File: config.mk
export PLATFORM = sky130hd
export DESIGN_NAME = fba_ctrl
export DESIGN_NICKNAME = d
export VERILOG_FILES = /design/src/design/fba_pkg.sv /design/src/design/fba_ctrl.sv
export SDC_FILE = /design/constraint.sdc
export NUM_CORES = 1
export LEC_CHECK = 0
export ABC_AREA = 1
export BUFFER_PORTS_ARGS = -buffer_cell sky130_fd_sc_hd__buf_2
export CORE_AREA = 2 2 104 106
export DETAILED_ROUTE_END_ITERATION = 10
export DIE_AREA = 0 0 106 108
export HOLD_SLACK_MARGIN = 0.05
export PLACE_DENSITY_LB_ADDON = 0.2
export SETUP_SLACK_MARGIN = 0.4
export SLEW_MARGIN = 10
export SYNTH_ARGS = -nofsm -noshare
export SYNTH_HDL_FRONTEND = slang
export SYNTH_SLANG_ARGS = --single-unit
File: constraint.sdc
create_clock -name i_clk -period 6.2 [get_ports i_clk]
set_clock_uncertainty 0.05 [all_clocks]
set_input_delay 0.31 -clock i_clk [delete_from_list [all_inputs] [get_ports i_clk]]
set_output_delay 0.31 -clock i_clk [all_outputs]
set_load 0.02 [all_outputs]
File: src/design/fba_pkg.sv
// Shared types and constants for the fixed-size block allocator.
// Request/result payload structs, register map and operation codes.
// No dependencies.
package fba_pkg;

    localparam int IDX_W  = 10;
    localparam int SIZE_W = 21;
    localparam int MARK_W = 11;
    localparam int PADDR_W = 3;
    localparam int PDATA_W = 32;

    // Operation codes
    localparam logic FUNC_ALLOC = 1'b0;
    localparam logic FUNC_FREE  = 1'b1;

    // Register indexes (byte address = 4 * index)
    localparam logic [0:0] REG_BLOCK_SIZE = 1'b0;
    localparam logic [0:0] REG_ROOT_BLOCK = 1'b1;

    localparam logic [SIZE_W-1:0] BLOCK_SIZE_RST = SIZE_W'(64);

    typedef struct packed {
        logic              func;
        logic [SIZE_W-1:0] request_size;
        logic [IDX_W-1:0]  block_index;
    } t_req;

    typedef struct packed {
        logic [IDX_W-1:0]  result_index;
        logic              accepted;
        logic              root_cleared;
        logic [MARK_W-1:0] end_mark;
    } t_res;

    typedef struct packed {
        logic [SIZE_W-1:0] block_size;
        logic [IDX_W-1:0]  root_block;
        logic              root_set;
    } t_cfg;

endpackage

File: src/design/fba_ctrl.sv
// Allocator sequencer: free-list head, end mark, root mark, result register.
// Drives the link memory (fba_ram). Depends on fba_pkg.
module fba_ctrl
    import fba_pkg::*;
#(
    parameter int MAX_BLOCKS = 1024
) (
    input  logic                          i_clk,
    input  logic                          i_rst_n,
    input  t_cfg                          i_cfg,
    input  t_req                          i_req,
    input  logic                          i_req_valid,
    output logic                          o_req_stall,
    output t_res                          o_res,
    output logic                          o_res_valid,
    input  logic                          i_res_stall,
    output logic                          o_ram_we,
    output logic [$clog2(MAX_BLOCKS)-1:0] o_ram_addr,
    output logic [IDX_W-1:0]              o_ram_wdata,
    input  logic [IDX_W-1:0]              i_ram_rdata
);

    localparam int AW  = $clog2(MAX_BLOCKS);
    localparam int ECW = $clog2(MAX_BLOCKS + 1);
    localparam int CW  = (ECW > MARK_W) ? ECW : MARK_W;

    typedef enum logic [2:0] {
        S_IDLE,
        S_POP,
        S_WALK,
        S_WALK_RD,
        S_EMIT
    } t_state;

    t_state           r_state;
    logic [IDX_W-1:0] r_head;
    logic [ECW-1:0]   r_end;
    logic             r_root_live;
    logic [IDX_W-1:0] r_res_idx;
    logic             r_res_acc;
    logic             r_res_rc;
    t_res             r_out;
    logic             r_out_valid;

    logic           req_take;
    logic           oversize;
    logic [CW-1:0]  idx_c;
    logic [CW-1:0]  end_c;
    logic           free_ok;
    logic           free_push;
    logic           root_hit;
    logic           walk_more;
    logic           emit_fire;

    assign req_take  = i_req_valid && (r_state == S_IDLE);
    assign oversize  = i_req.request_size > i_cfg.block_size;
    assign idx_c     = CW'(i_req.block_index);
    assign end_c     = CW'(r_end);
    assign free_ok   = (i_req.block_index != '0) && (idx_c < end_c);
    assign free_push = free_ok && ((idx_c + CW'(1)) < end_c);
    assign root_hit  = r_root_live && (i_cfg.root_block != '0)
                       && (i_cfg.root_block == i_req.block_index);
    assign walk_more = (r_head != '0) && ((CW'(r_head) + CW'(1)) == end_c);
    // Load the result register when it is empty or being drained
    assign emit_fire = (r_state == S_EMIT) && (!r_out_valid || !i_res_stall);

    always_comb begin
        o_ram_we    = 1'b0;
        o_ram_addr  = AW'(CW'(r_head));
        o_ram_wdata = r_head;
        if (req_take && !oversize && (i_req.func == FUNC_FREE) && free_push) begin
            o_ram_we   = 1'b1;
            o_ram_addr = AW'(idx_c);
        end
    end

    always_ff @(posedge i_clk) begin
        if (!i_rst_n) begin
            r_state     <= S_IDLE;
            r_head      <= '0;
            r_end       <= ECW'(1);
            r_root_live <= 1'b1;
            r_out_valid <= 1'b0;
        end else begin
            if (i_cfg.root_set) begin
                r_root_live <= 1'b1;
            end
            if (emit_fire) begin
                r_out_valid <= 1'b1;
            end else if (r_out_valid && !i_res_stall) begin
                r_out_valid <= 1'b0;
            end
            case (r_state)
                S_IDLE: begin
                    if (req_take) begin
                        r_res_idx <= '0;
                        r_res_acc <= 1'b0;
                        r_res_rc  <= 1'b0;
                        r_state   <= S_EMIT;
                        if (oversize) begin
                            // nothing changes
                        end else if (i_req.func == FUNC_ALLOC) begin
                            if (r_head != '0) begin
                                // link of the head arrives next cycle
                                r_res_idx <= r_head;
                                r_res_acc <= 1'b1;
                                r_state   <= S_POP;
                            end else if (end_c < CW'(MAX_BLOCKS)) begin
                                r_res_idx <= IDX_W'(r_end);
                                r_res_acc <= 1'b1;
                                r_end     <= r_end + ECW'(1);
                            end
                        end else if (free_ok) begin
                            r_res_acc <= 1'b1;
                            if (root_hit) begin
                                r_root_live <= 1'b0;
                                r_res_rc    <= 1'b1;
                            end
                            if (free_push) begin
                                r_head <= i_req.block_index;
                            end else begin
                                // truncate, then walk heads just below the end
                                r_end   <= ECW'(idx_c);
                                r_state <= S_WALK;
                            end
                        end
                    end
                end
                S_POP: begin
                    r_head  <= i_ram_rdata;
                    r_state <= S_EMIT;
                end
                S_WALK: begin
                    if (walk_more) begin
                        r_end   <= ECW'(CW'(r_head));
                        r_state <= S_WALK_RD;
                    end else begin
                        r_state <= S_EMIT;
                    end
                end
                S_WALK_RD: begin
                    r_head  <= i_ram_rdata;
                    r_state <= S_WALK;
                end
                S_EMIT: begin
                    if (emit_fire) begin
                        r_out.result_index <= r_res_idx;
                        r_out.accepted     <= r_res_acc;
                        r_out.root_cleared <= r_res_rc;
                        r_out.end_mark     <= MARK_W'(end_c);
                        r_state            <= S_IDLE;
                    end
                end
                default: r_state <= S_IDLE;
            endcase
        end
    end

    assign o_req_stall = (r_state != S_IDLE);
    assign o_res       = r_out;
    assign o_res_valid = r_out_valid;

endmodule

==> flow_summary_export.csv <==
group,metric,value,unit
run_status,status,"completed",
logic_synthesis,yosysTopAreaCell,"edfxtp_1",
logic_synthesis,avgSynthCellArea,6.69,µm²
layout,fin_area,0.00592,mm²
logic_synthesis,yosys.area.top_type_share,21.1,%
logic_synthesis,synth_area_leaders,"edfxtp_1, nand2_1, ha_1",
logic_synthesis,synth_compound_area_share,10.7,%
global_routing,antenna_found_initial,0,
setup_path,worstSetupPathType,"in2out",
logic_synthesis,synth_cells,743,
floorplan,ios,124,
timing,max_freq,250,MHz
clocking,post_cts.repair.setup_buffers,0,
setup_path,critPathArrivalTime,3.65,ns
floorplan,die_y,108,µm
worst_hold_path,hp-class,"in2reg",
floorplan,initial_core_util,48.6,%
timing,timing.hold.ws,0.107,ns
logic_synthesis,syn-cell-area,0.00497,mm²
global_routing,grt_usage,25.0,%
place,port-buffer-count,123,
clocking,ctsHoldBuffers,0,
timing,tns,0,ns
drt,via_count,5234,
global_routing,grt_pass1_vias,4826,
worst_hold_path,hp-start,"i_cfg[0]",
logic_synthesis,postSynthNetCount,866,
drt,wire_per_inst,13.9,µm
logic_synthesis,ys_warn_count,0,
drt,routed_wl,14.0,mm
floorplan,fp.dieArea,0.0114,mm²
setup_path,r2r_cells,13,
setup_path,reg2reg_slack,3.13,ns
timing,rsz0062_at_grt,"false",
logic_synthesis,synth.distinct_cells,39,
setup_path,r2r_end,"o_ram_wdata[2]",
place,dp_hpwl,11.4,mm
place,place_congestion,0.919,
drt,ant_nets,0,
layout,diodes,0,
power,powerDensity,370,mW/mm²
setup_path,critPathLaunchType,"input pin",
logic_synthesis,synth_fa_ha_area_share,11.3,%
clocking,path_clk_slew,0.07,ns
clocking,cts_buffer_depth,2,
worst_hold_path,holdPathStages,3,
drt,post-route-drc-count,0,
layout,area_delta_synth_final,19.1,%
clocking,ctsResizeCount,0,
global_routing,gr-total-overflow,0,
setup_path,endpoint_kind,"primary output",
timing,fin_ws,2.19,ns
timing,post-route-period-util,64.6,%
run,cap_violations,0,
timing,finalSetupViolCount,0,
timing,slew_headroom,23.3,%
global_routing,grt_pass1_wl,22.7,mm
drt,viasPerCell,5.21,
floorplan,die_x,106,µm
logic_synthesis,synth_top_family_by_area,"simple AND/OR/NAND/NOR gates",
clocking,clk_latency,0.34,ns
place,placed_area,0.00571,mm²
timing,hold_violations,0,
clocking,cts-root-buf,"clkbuf_8",
setup_path,cp_max_fo,21,
timing,fin_crit,4.01,ns
place,pre_cts_ws,2.20,ns
worst_hold_path,min_to,"r_root_live",
global_routing,grt_max_degree,24,
floorplan,coreArea,0.0102,mm²
logic_synthesis,synth-simple-area-share,32.8,%
clocking,htreeDepth,3,
clocking,tritoncts,"done",
drt,dr.pass1.iters,5,
timing,final_max_slew_viol_count,0,
timing,tightest_slew,1.15,ns
layout,num-nets-final,987,
logic_synthesis,synthXorXnorAreaFrac,2.82,%
layout,layout_common_cells,"nand2_1, buf_2, inv_1",
floorplan,rows,37,
setup_path,r2r_start,"end_c[2]",
power,peakVddDrop,0.194,mV
layout,final_layout_size_suffix_gt1_share,17.8,%
logic_synthesis,synthMuxAreaShare,0,%
logic_synthesis,ys_seq_elements,61,
clocking,numCtsBuffers,9,
power,leakage,3.09,nW
drt,drtIter0Drc,407,
setup_path,cp.required,5.84,ns
layout,layout_commonest_cell,"nand2_1",
clocking,cts_sinks,61,
logic_synthesis,yosysSeqAreaShare,31.6,%
-- power breakdown --
group          leakage (nW)  switching (W)  internal (W)
clock network         0.107       0.000162      0.000224
logic                  2.45       0.000791      0.000362
registers             0.539       0.000106      0.000545
-- metal layers --
layer	up-vias	GRT usage [%]	part of all wire, %
met2	232	43.1	48
li1	2642	-	-
met1	2336	32.6	43
met3	24	3.62	6.9
met4	0	7.33	1.9
met5	-	0	0
-- synthesized netlist by cell type --
| master | count |
|---|---|
| nand2_2 | 2 |
| nand4_1 | 14 |
| clkinv_1 | 4 |
| nor3b_1 | 1 |
| nor3_1 | 13 |
| ha_1 | 45 |
| clkbuf_4 | 1 |
| nand3b_1 | 1 |
| a31oi_4 | 1 |
| a21oi_1 | 37 |
| xnor2_1 | 3 |
| o21bai_1 | 2 |
| nand2_4 | 1 |
| nand3_2 | 1 |
| nor4_1 | 6 |
| clkbuf_1 | 10 |
| inv_2 | 3 |
| a21o_1 | 1 |
| xor2_1 | 13 |
| nand3_4 | 1 |
| a211oi_1 | 2 |
| o211ai_1 | 6 |
| o2111ai_1 | 1 |
| edfxtp_1 | 35 |
| dfxtp_1 | 26 |
| o22ai_1 | 1 |
| or2_2 | 1 |
| nor2_4 | 1 |
| nand2_1 | 204 |
| o21ai_1 | 3 |
| o31ai_1 | 2 |
| buf_2 | 3 |
| nand3_1 | 40 |
| and2_1 | 1 |
| o21ai_0 | 40 |
| nor2_2 | 3 |
| nor2_1 | 97 |
| inv_1 | 116 |
| buf_6 | 1 |
-- per-stage QoR --
step,instances,utilization (%),total power (W)
4_1_cts,1005,57.9,0.00218
3_3_place_gp,989,55.8,0.00177
5_1_grt,1005,57.9,0.00236
2_1_floorplan,743,-,0.00146
6_report,1005,57.9,0.00219
3_5_place_dp,989,55.8,0.00179
-- critical path, stage by stage --
cell      delay [ns]
buf_2           0.12
clkinv_1        0.22
nor4_1          0.53
nand2_1         0.16
nor3_1          0.20
xor2_1          0.17
inv_1           0.06
ha_1            0.28
nand2_1         0.06
inv_1           0.04
nand2_1         0.07
nor2_1          0.05
nand2_1         0.05
nand3_1         0.11
inv_1           0.07
nand2_1         0.06
nor2_1          0.08
nand2_1         0.39
o21ai_0         0.38
buf_2           0.22
-- registers in the layout (all words and copies together), names as in the netlist, 3 cells and up --
register	cells
o_res	23
end_c	11
o_ram_wdata	10
r_res_idx	10
r_state	3
-- logic make-up after synthesis --
logic type / Yosys count
and+or+nand+nor: 387
buffers and inverters: 138
adders and majority gates: 45
AOI/OAI and AO/OA: 96
xor gates and xnor gates: 16
DFF: 61
-- how the worst max path moves through the flow --
stage | start | to | slack [ns] | cells past startpoint
detailed placement | i_req[0] | o_ram_addr[9] | 2.20 | 20
CTS | i_req[0] | o_ram_addr[9] | 2.18 | 20
finish | i_req[0] | o_ram_addr[9] | 2.19 | 20
floorplan | i_req[0] | o_ram_addr[9] | 2.94 | 19
global route | i_req[0] | o_ram_addr[8] | 1.86 | 20
global placement | i_req[0] | o_ram_addr[9] | 2.28 | 20
-- layout make-up --
type                    count  area [µm²]
multi-input cells         544        2870
clock buffers               9         124
clock inverters             7        90.1
well taps                 136         170
fillers                  1006        4310
flip-flops and latches     61        1570
inverters                 123         462
repair buffers            125         631
Note: power is estimated with default switching activity, not from simulation.
