--- src/design/fba_pkg.sv ---
// Shared types and constants for the fixed-size block allocator.
// Request/result payload structs, register map and operation codes.
// No dependencies.
package fba_pkg;

    localparam int IDX_W  = 10;
    localparam int SIZE_W = 21;
    localparam int MARK_W = 11;
    localparam int PADDR_W = 3;
    localparam int PDATA_W = 32;

    // Operation codes
    localparam logic FUNC_ALLOC = 1'b0;
    localparam logic FUNC_FREE  = 1'b1;

    // Register indexes (byte address = 4 * index)
    localparam logic [0:0] REG_BLOCK_SIZE = 1'b0;
    localparam logic [0:0] REG_ROOT_BLOCK = 1'b1;

    localparam logic [SIZE_W-1:0] BLOCK_SIZE_RST = SIZE_W'(64);

    typedef struct packed {
        logic              func;
        logic [SIZE_W-1:0] request_size;
        logic [IDX_W-1:0]  block_index;
    } t_req;

    typedef struct packed {
        logic [IDX_W-1:0]  result_index;
        logic              accepted;
        logic              root_cleared;
        logic [MARK_W-1:0] end_mark;
    } t_res;

    typedef struct packed {
        logic [SIZE_W-1:0] block_size;
        logic [IDX_W-1:0]  root_block;
        logic              root_set;
    } t_cfg;

endpackage

--- src/design/fba_cfg.sv ---
// APB-style register block: block_size and root_block.
// Depends on fba_pkg.
module fba_cfg
    import fba_pkg::*;
(
    input  logic               i_clk,
    input  logic               i_rst_n,
    input  logic               psel,
    input  logic               penable,
    input  logic               pwrite,
    input  logic [PADDR_W-1:0] paddr,
    input  logic [PDATA_W-1:0] pwdata,
    output logic [PDATA_W-1:0] prdata,
    output logic               pready,
    output t_cfg               o_cfg
);

    logic [SIZE_W-1:0] r_block_size;
    logic [IDX_W-1:0]  r_root_block;
    logic              wr_en;
    logic [0:0]        reg_idx;

    assign pready  = 1'b1;
    assign wr_en   = psel && penable && pwrite;
    assign reg_idx = paddr[2:2];

    always_ff @(posedge i_clk) begin
        if (!i_rst_n) begin
            r_block_size <= BLOCK_SIZE_RST;
            r_root_block <= '0;
        end else if (wr_en) begin
            case (reg_idx)
                REG_BLOCK_SIZE: r_block_size <= pwdata[SIZE_W-1:0];
                REG_ROOT_BLOCK: r_root_block <= pwdata[IDX_W-1:0];
                default: ;
            endcase
        end
    end

    always_comb begin
        case (reg_idx)
            REG_BLOCK_SIZE: prdata = PDATA_W'(r_block_size);
            REG_ROOT_BLOCK: prdata = PDATA_W'(r_root_block);
            default:        prdata = '0;
        endcase
    end

    assign o_cfg.block_size = r_block_size;
    assign o_cfg.root_block = r_root_block;
    // Writing the root register re-arms the root mark
    assign o_cfg.root_set   = wr_en && (reg_idx == REG_ROOT_BLOCK);

endmodule

--- config.mk ---
export PLATFORM = sky130hd
export DESIGN_NAME = fba_cfg
export DESIGN_NICKNAME = d
export VERILOG_FILES = /design/src/design/fba_pkg.sv /design/src/design/fba_cfg.sv
export SDC_FILE = /design/constraint.sdc
export NUM_CORES = 1
export LEC_CHECK = 0
export BUFFER_PORTS_ARGS = -buffer_cell sky130_fd_sc_hd__buf_2
export CAP_MARGIN = 10
export CORE_MARGIN = 4
export CORE_UTILIZATION = 26
export DETAILED_ROUTE_END_ITERATION = 10
export PLACE_DENSITY_LB_ADDON = 0.05
export SLEW_MARGIN = 15
export SYNTH_ARGS = -nofsm -noshare
export SYNTH_HDL_FRONTEND = slang
export SYNTH_SLANG_ARGS = --single-unit
--- constraint.sdc ---
create_clock -name i_clk -period 2.4 [get_ports i_clk]
set_input_delay 0.24 -clock i_clk [delete_from_list [all_inputs] [get_ports i_clk]]
set_output_delay 0.24 -clock i_clk [all_outputs]
set_load 0.1 [all_outputs]
==> results of run 1 <==
worst max-delay path, cell delays in order:
cell,delay [ns]
buf_2,0.48
mux2_2,0.40
buf_2,0.29
flip-flops by register name (all words and copies together) (netlist names):
name / flops
r_root_block: 10
r_block_size: 21
metrics by stage:
step	hold WS (ns)	utilization, %	worst slack [ns]	std cells
final	0.205	36.7	0.738	313
after global routing	0.205	36.7	0.658	313
after CTS	0.193	36.7	0.702	313
after detailed placement	0.459	34.9	0.702	305
after global placement	0.460	34.9	0.702	305
after floorplan	0.382	-	0.233	175
per-layer routing:
layer	wire, um	global-route usage, %
met1	1640	12.8
met4	53	3.07
met2	1720	17.0
met3	321	4.34
met5	0	0
layout by cell type (no fill, tap or decap), drive strengths merged:
cell | netlist | final
buf | 18 | 82
nand2 | 51 | 51
mux2i | 31 | 31
dfxtp | 31 | 31
nor2b | 13 | 13
conb | 2 | 12
mux2 | 10 | 10
clkbuf | 6 | 8
nand4 | 1 | 1
inv | 1 | 1
and4b | 1 | 1
final timing paths:
path | to | slack (ns) | cells after the start
worst min-delay path | r_block_size[12] | 0.20 | 3
worst max register to register | r_root_block[7] | 1.78 | 2
worst max-delay path | prdata[2] | 0.74 | 3
worst min register to register | r_block_size[16] | 0.47 | 2
kinds of logic after synthesis:
group | count (synthesis) | synth area share, %
simple gates | 66 | 19.3
mux | 41 | 28.2
flops | 31 | 41.4
buf+inv | 25 | 10.6
other cells | 2 | 0.501
layout make-up:
class                      count  area share [%]
clock buffer                   8            4.93
inverter                       1           0.185
timing repair buffer          82            21.3
sequential                    31            30.5
tap                           72            4.43
multi-input combinational    119            38.6
report_power, final:
part	total, uW	switching, uW	internal (uW)	leakage (uW)
registers	534	7.64	526	0.000251
logic	326	272	53.6	0.000750
clock network	444	183	261	0.0000515
total	1300	463	841	0.00105
==> results.py, run 1 <==
metrics = {
    "sta": {
        "min_period_ns": 1.66,
        "finalSetupViolCount": 0,
        "period_share_pct": 69.3,
        "hold_violations": 0,
        "slew_viol_final": 0,
        "grt_setup_unrepaired": "no",
        "maxSlewHeadroom_pct": 59.4,
        "fmaxAchievable_mhz": 602,
        "fin_tns_setup_ns": 0,
        "worst_pin_slew_ns": 0.609,
        "skew_ns": 0,
    },
    "setup_path": {
        "critPathLaunchType": "primary input",
        "required_ns": 2.16,
        "startpoint": "paddr[2]",
        "cp-end-kind": "primary output",
        "r2r-start": "r_root_block[7]",
        "crit_path_max_fanout": 23,
        "crit_type": "primary input to primary output",
        "cp.arrival_ns": 1.42,
    },
    "cells_and_area": {
        "antenna_cells": 0,
        "seqCellArea_um2": 621,
        "fill_cells": 584,
        "design_area_um2": 2030,
        "areaGrowthSynthToFinish_pct": 35.6,
        "finalNetCount": 280,
        "drive_gt1_share_pct": 45.6,
        "multi_input_area_um2": 785,
    },
    "yosys": {
        "yosysSeqAreaShare_pct": 41.4,
        "syn_area_um2": 1500,
        "synth-async-reset-ratio_pct": 0,
        "synth_common_cells": "nand2_1, dfxtp_1, mux2i_1, nor2b_1, buf_4",
        "synth_area_leader_cell": "dfxtp_1",
        "ys_top_cells_by_area": "dfxtp_1, mux2i_1, nand2_1, mux2_2, buf_4",
        "yosysTopAreaCellShare_pct": 41.4,
        "synth_edf_count": 0,
        "avgSynthCellArea_um2": 9.08,
        "yosysMostFrequentCell": "nand2_1",
        "post_synth_num_cell_types": 13,
        "synthFlopType": "dfxtp_1",
        "synth_warnings": 0,
        "synth_seq_cells": 31,
        "synthCells": 165,
    },
    "route": {
        "drtPass1Iterations": 4,
        "vias_per_cell": 4.12,
        "drt-initial-drc-count": 16,
        "wirelength_um": 3730,
        "drc": 0,
        "ant_nets": 0,
        "num_vias": 1288,
        "wl_per_cell_um": 11.9,
    },
    "pwr": {
        "p_per_area_nw_per_um2": 642,
        "total_leakage_power_uw": 0.00105,
        "ir_worst_vdd_mv": 0.300,
        "p_total_uw": 1300,
    },
    "grt": {
        "grtUsageTotal_pct": 10.5,
        "grt.overflow.total": 0,
        "grt_pass1_wl_um": 5990,
        "antenna_found_initial": 0,
        "grt_pass1_vias": 1232,
        "grt_max_degree": 29,
    },
    "cts": {
        "cts_sinks": 31,
        "cts_root_buffer": "clkbuf_8",
        "clockBufferDepth": 2,
        "numCtsBuffers": 5,
        "clk_pin_slew_ns": 0.06,
        "clock_latency_ns": 0.27,
        "post_cts_buffers": 0,
        "cts_tree": "done",
        "post_cts_resize_count": 0,
        "holdBufCountCts": 0,
        "cts_max_level": 2,
    },
    "floorplanning": {
        "start_util_pct": 27.1,
        "die_height_um": 83.9,
        "core_um2": 5540,
        "die_area_um2": 7040,
        "rows": 27,
        "die_width_um": 83.9,
        "ioPinCount": 105,
    },
    "run": {
        "cap_violations": 0,
    },
    "outcome": {
        "status": "completed",
    },
    "placed_design": {
        "place_area_um2": 1930,
        "gp_congestion": 0.703,
        "dp_hpwl_um": 2730,
        "portBuffers": 79,
    },
    "hold_path": {
        "hp-start": "pwdata[12]",
        "hold_class": "primary input to flip-flop",
    },
}
Power figures use the tool's default switching activity.
==> run 2, diff against run 1 <==
clock period = 1.63 ns   (was 2.4 ns; I/O delays follow)
==> results.py, run 2 (same netlist as run 1, synthesis figures left out) <==
metrics = {
    "grt": {
        "grt.overflow.total": 0,
        "grt_pass1_wl_um": 6890,
        "grtUsageTotal_pct": 12.1,
        "grt_pass1_vias": 1360,
        "grt_max_degree": 32,
        "antenna_found_initial": 0,
    },
    "sta": {
        "min_period_ns": 1.32,
        "slew_viol_final": 0,
        "fmaxAchievable_mhz": 757,
        "fin_tns_setup_ns": 0,
        "layout_setup_ws_ns": 0.310,
        "period_share_pct": 81.0,
        "finalSetupViolCount": 0,
        "skew_ns": 0,
        "grt_setup_unrepaired": "no",
        "hold_violations": 0,
    },
    "floorplanning": {
        "rows": 27,
        "die_width_um": 83.9,
        "die_height_um": 83.9,
        "ioPinCount": 105,
        "start_util_pct": 27.1,
        "die_area_um2": 7040,
        "core_um2": 5540,
    },
    "cells_and_area": {
        "postLayoutCoreUtil_pct": 44.2,
        "layout_common_cells": "buf_2, nand2_1, mux2i_1, dfxtp_2, buf_12",
        "multi_input_area_um2": 840,
        "layout_commonest_cell": "buf_2",
        "drive_gt1_share_pct": 58.8,
        "areaGrowthSynthToFinish_pct": 63.5,
        "seqCellArea_um2": 659,
        "top_regs": "r_block_size (21), r_root_block (10)",
        "regMostFlops": "r_block_size",
        "fin_cells": 315,
        "fill_cells": 555,
        "largest_reg_flops": 21,
        "finalNetCount": 282,
        "antenna_cells": 0,
    },
    "hold_path": {
        "hold_depth": 3,
        "hp-start": "pwdata[11]",
        "holdPathEnd": "r_block_size[11]",
        "hold_class": "primary input to flip-flop",
    },
    "cts": {
        "cts_tree": "done",
        "clockBufferDepth": 2,
        "post_cts_buffers": 0,
        "cts_sinks": 31,
        "clk_pin_slew_ns": 0.06,
        "cts_max_level": 2,
        "clock_latency_ns": 0.28,
        "post_cts_resize_count": 0,
        "holdBufCountCts": 0,
        "cts_root_buffer": "clkbuf_8",
        "numCtsBuffers": 5,
    },
    "pwr": {
        "p_per_area_nw_per_um2": 811,
        "netSwitchingFraction_pct": 35.4,
        "ir_worst_vdd_mv": 0.382,
        "internal_power_uw": 1280,
        "total_leakage_power_uw": 0.00114,
        "pwr-share-comb_pct": 27.0,
        "p_total_uw": 1990,
        "clkPwrFrac_pct": 33.3,
        "switchingPower_uw": 705,
        "seqPwrFrac_pct": 39.7,
    },
    "setup_path": {
        "reg2regPathDepth": 2,
        "r2r-start": "r_block_size[6]",
        "cp-end-kind": "primary output",
        "reg2reg_to": "r_block_size[6]",
        "crit_path_max_fanout": 3,
        "r2r_slack_ns": 1.02,
        "crit_type": "flip-flop to primary output",
        "cp.arrival_ns": 1.16,
        "critPathLaunchType": "flip-flop",
        "required_ns": 1.47,
    },
    "placed_design": {
        "place_inst": 307,
        "pre_cts_slack_ns": 0.333,
        "dp_hpwl_um": 3040,
        "portBuffers": 79,
        "gp_congestion": 0.701,
    },
    "route": {
        "drtPass1Iterations": 4,
        "wirelength_um": 4040,
        "drt-initial-drc-count": 36,
        "vias_per_cell": 4.15,
        "wl_per_cell_um": 12.8,
        "ant_nets": 0,
        "drc": 0,
        "num_vias": 1306,
    },
    "outcome": {
        "status": "completed",
    },
    "run": {
        "cap_violations": 0,
    },
}
==> run 2: cell type report <==
class,instances,share of cell area (%)
multi-input cells,119,34.3
repair buffers,84,30.9
flip-flops and latches,31,26.9
clock buffers,8,4.08
well taps,72,3.68
inverters,1,0.153
==> run 2: worst max path at each step <==
stage	from	to	slack [ns]	cells after the start
finish	r_block_size[20]	prdata[20]	0.31	2
global route	r_block_size[17]	prdata[17]	0.25	2
CTS	r_block_size[20]	prdata[20]	0.29	2
detailed placement	paddr[2]	prdata[9]	0.33	4
global placement	paddr[2]	prdata[1]	0.33	4
floorplan	r_block_size[10]	prdata[10]	0.19	1
==> run 2: power groups by stage <==
stage          combinational, uW  clock [uW]  sequential [uW]
6_report                     536         663              789
5_1_grt                      558         731              792
4_1_cts                      541         689              789
3_5_place_dp                 540           0              806
3_3_place_gp                 539           0              806
2_1_floorplan                320           0              926
==> run 2: per-layer routing <==
layer  wire length [um]  up-vias  GRT usage, %
li1                   -      659             -
met1               1780      583          14.7
met2               1850       59          19.2
met3                366        5          5.73
met4                 52        0          3.51
met5                  0        -             0
==> run 2: worst max-delay path, stage by stage, from the launching register on <==
cell and delay [ns]:
dfxtp_2 0.34, nor2b_4 0.12, buf_2 0.42
==> run 2: through the flow <==
| step | hold slack [ns] | cell area [um^2] |
|---|---|---|
| 2_1_floorplan | 0.298 | 1660 |
| 3_3_place_gp | 0.410 | 2350 |
| 3_5_place_dp | 0.411 | 2350 |
| 4_1_cts | 0.112 | 2450 |
| 5_1_grt | 0.104 | 2450 |
| 6_report | 0.117 | 2450 |
==> run 3, diff against run 2 <==
clock period = 1.11 ns   (was 1.63 ns; I/O delays follow)
==> results.py, run 3 (same netlist as run 1, synthesis figures left out) <==
metrics = {
    "outcome": {
        "status": "finished, violations left",
        "violations": "setup timing",
    },
    "floorplanning": {
        "core_um2": 5540,
        "die_area_um2": 7040,
        "die_height_um": 83.9,
        "ioPinCount": 105,
        "rows": 27,
        "start_util_pct": 27.1,
        "die_width_um": 83.9,
    },
    "sta": {
        "layout_setup_ws_ns": -0.0753,
        "skew_ns": 0,
        "period_share_pct": 107,
        "hold_ws_ns": 0.0624,
        "slew_viol_final": 0,
        "grt_setup_unrepaired": "yes",
        "min_period_ns": 1.19,
        "hold_violations": 0,
        "finalSetupViolCount": 10,
        "fmaxAchievable_mhz": 844,
    },
    "setup_path": {
        "r2r_slack_ns": 0.34,
        "cp-end-kind": "primary output",
        "endpoint": "prdata[5]",
        "critPathLaunchType": "flip-flop",
        "r2r-start": "r_block_size[6]",
        "reg2regPathDepth": 3,
        "crit_type": "flip-flop to primary output",
        "startpoint": "r_root_block[5]",
        "crit_path_max_fanout": 3,
        "required_ns": 1.00,
        "cp.arrival_ns": 1.07,
        "reg2reg_to": "r_block_size[6]",
    },
    "cts": {
        "cts_root_buffer": "clkbuf_8",
        "clk_pin_slew_ns": 0.07,
        "numCtsBuffers": 5,
        "post_cts_resize_count": 0,
        "clockBufferDepth": 2,
        "cts_max_level": 2,
        "cts_tree": "done",
        "cts_sinks": 31,
        "clock_latency_ns": 0.27,
    },
    "cells_and_area": {
        "design_area_um2": 3370,
        "finalNetCount": 315,
        "postLayoutCoreUtil_pct": 60.8,
        "fill_cells": 469,
        "areaGrowthSynthToFinish_pct": 125,
        "layout_common_cells": "buf_12, nand2_1, buf_4",
        "drive_gt1_share_pct": 64.1,
        "top_regs": "r_block_size (21), r_root_block (10)",
        "largest_reg_flops": 21,
        "antenna_cells": 0,
        "regMostFlops": "r_block_size",
        "layout_commonest_cell": "buf_12",
    },
    "pwr": {
        "p_per_area_nw_per_um2": 929,
        "ir_worst_vdd_mv": 0.561,
        "total_leakage_power_uw": 0.00146,
    },
    "grt": {
        "antenna_found_initial": 0,
        "grtUsageTotal_pct": 12.5,
        "grt_max_degree": 30,
        "grt_pass1_wl_um": 7070,
        "grt_pass1_vias": 1470,
        "grt.overflow.total": 0,
    },
    "route": {
        "wirelength_um": 4380,
        "drtPass1Iterations": 4,
        "wl_per_cell_um": 12.6,
        "drt-initial-drc-count": 25,
        "vias_per_cell": 4.14,
        "drc": 0,
        "num_vias": 1439,
        "ant_nets": 0,
    },
    "placed_design": {
        "place_area_um2": 3050,
        "gp_congestion": 0.660,
        "dp_hpwl_um": 3280,
        "portBuffers": 79,
    },
    "run": {
        "cap_violations": 0,
    },
    "hold_path": {
        "hold_class": "primary input to flip-flop",
    },
}
-- run 3: cell types whose count changed in the layout (fill, tap and decap cells not counted), sizes merged --
cell and change:
bufinv +1, clkinvlp +1, clkinv +2, buf +33
inv -1, clkbuf -3
-- run 3: area by class of cell --
cell class,count,area [um^2],share of cell area [%]
clock inverters,3,38.8,1.15
well taps,72,90.1,2.67
inverters,1,7.51,0.223
repair buffers,117,1550,46.0
multi-input cells,119,877,26.0
flip-flops and latches,31,737,21.9
clock buffers,5,68.8,2.04
-- run 3: per-layer routing --
layer | routed length [um] | global-route usage (%) | vias to the layer above
li1 | - | - | 731
met1 | 1700 | 12.8 | 649
met2 | 2240 | 22.1 | 53
met3 | 394 | 6.71 | 6
met4 | 54 | 3.51 | 0
met5 | 0 | 0 | -
-- run 3: timing repair --
item                       4_1_cts  5_1_grt
hold buffers                     0        0
setup endpoints to repair       15       17
buffers inserted                24        5
pin swaps                        0        0
-- run 3: worst min path at each step --
| stage | from | end | cells past startpoint |
|---|---|---|---|
| after floorplan | pwdata[10] | r_block_size[10] | 2 |
| after detailed placement | pwdata[11] | r_block_size[11] | 3 |
| final | pwdata[15] | r_block_size[15] | 3 |
| after CTS | pwdata[11] | r_block_size[11] | 3 |
| after global routing | pwdata[18] | r_block_size[18] | 3 |
| after global placement | pwdata[14] | r_block_size[14] | 3 |
-- run 3: worst max-delay path: stages, from the launching register on --
cell	delay [ns]
dfxtp_4	0.36
mux2_4	0.27
buf_12	0.17
-- run 3: stage by stage --
stage	setup TNS (ns)	setup slack, ns	instances	power (uW)
3_3_place_gp	0	0.0465	311	2050
3_5_place_dp	0	0.0225	311	2050
2_1_floorplan	-1.33	-0.116	175	1780
4_1_cts	-0.832	-0.0924	343	3180
5_1_grt	-1.02	-0.111	348	3270
6_report	-0.674	-0.0753	348	3130
-- run 3: power breakdown --
part	internal (uW)	switching, uW	leakage, uW
Combinational	317	643	0.00113
Sequential	1080	14.5	0.000274
Clock	657	422	0.0000556
Total	2050	1080	0.00146
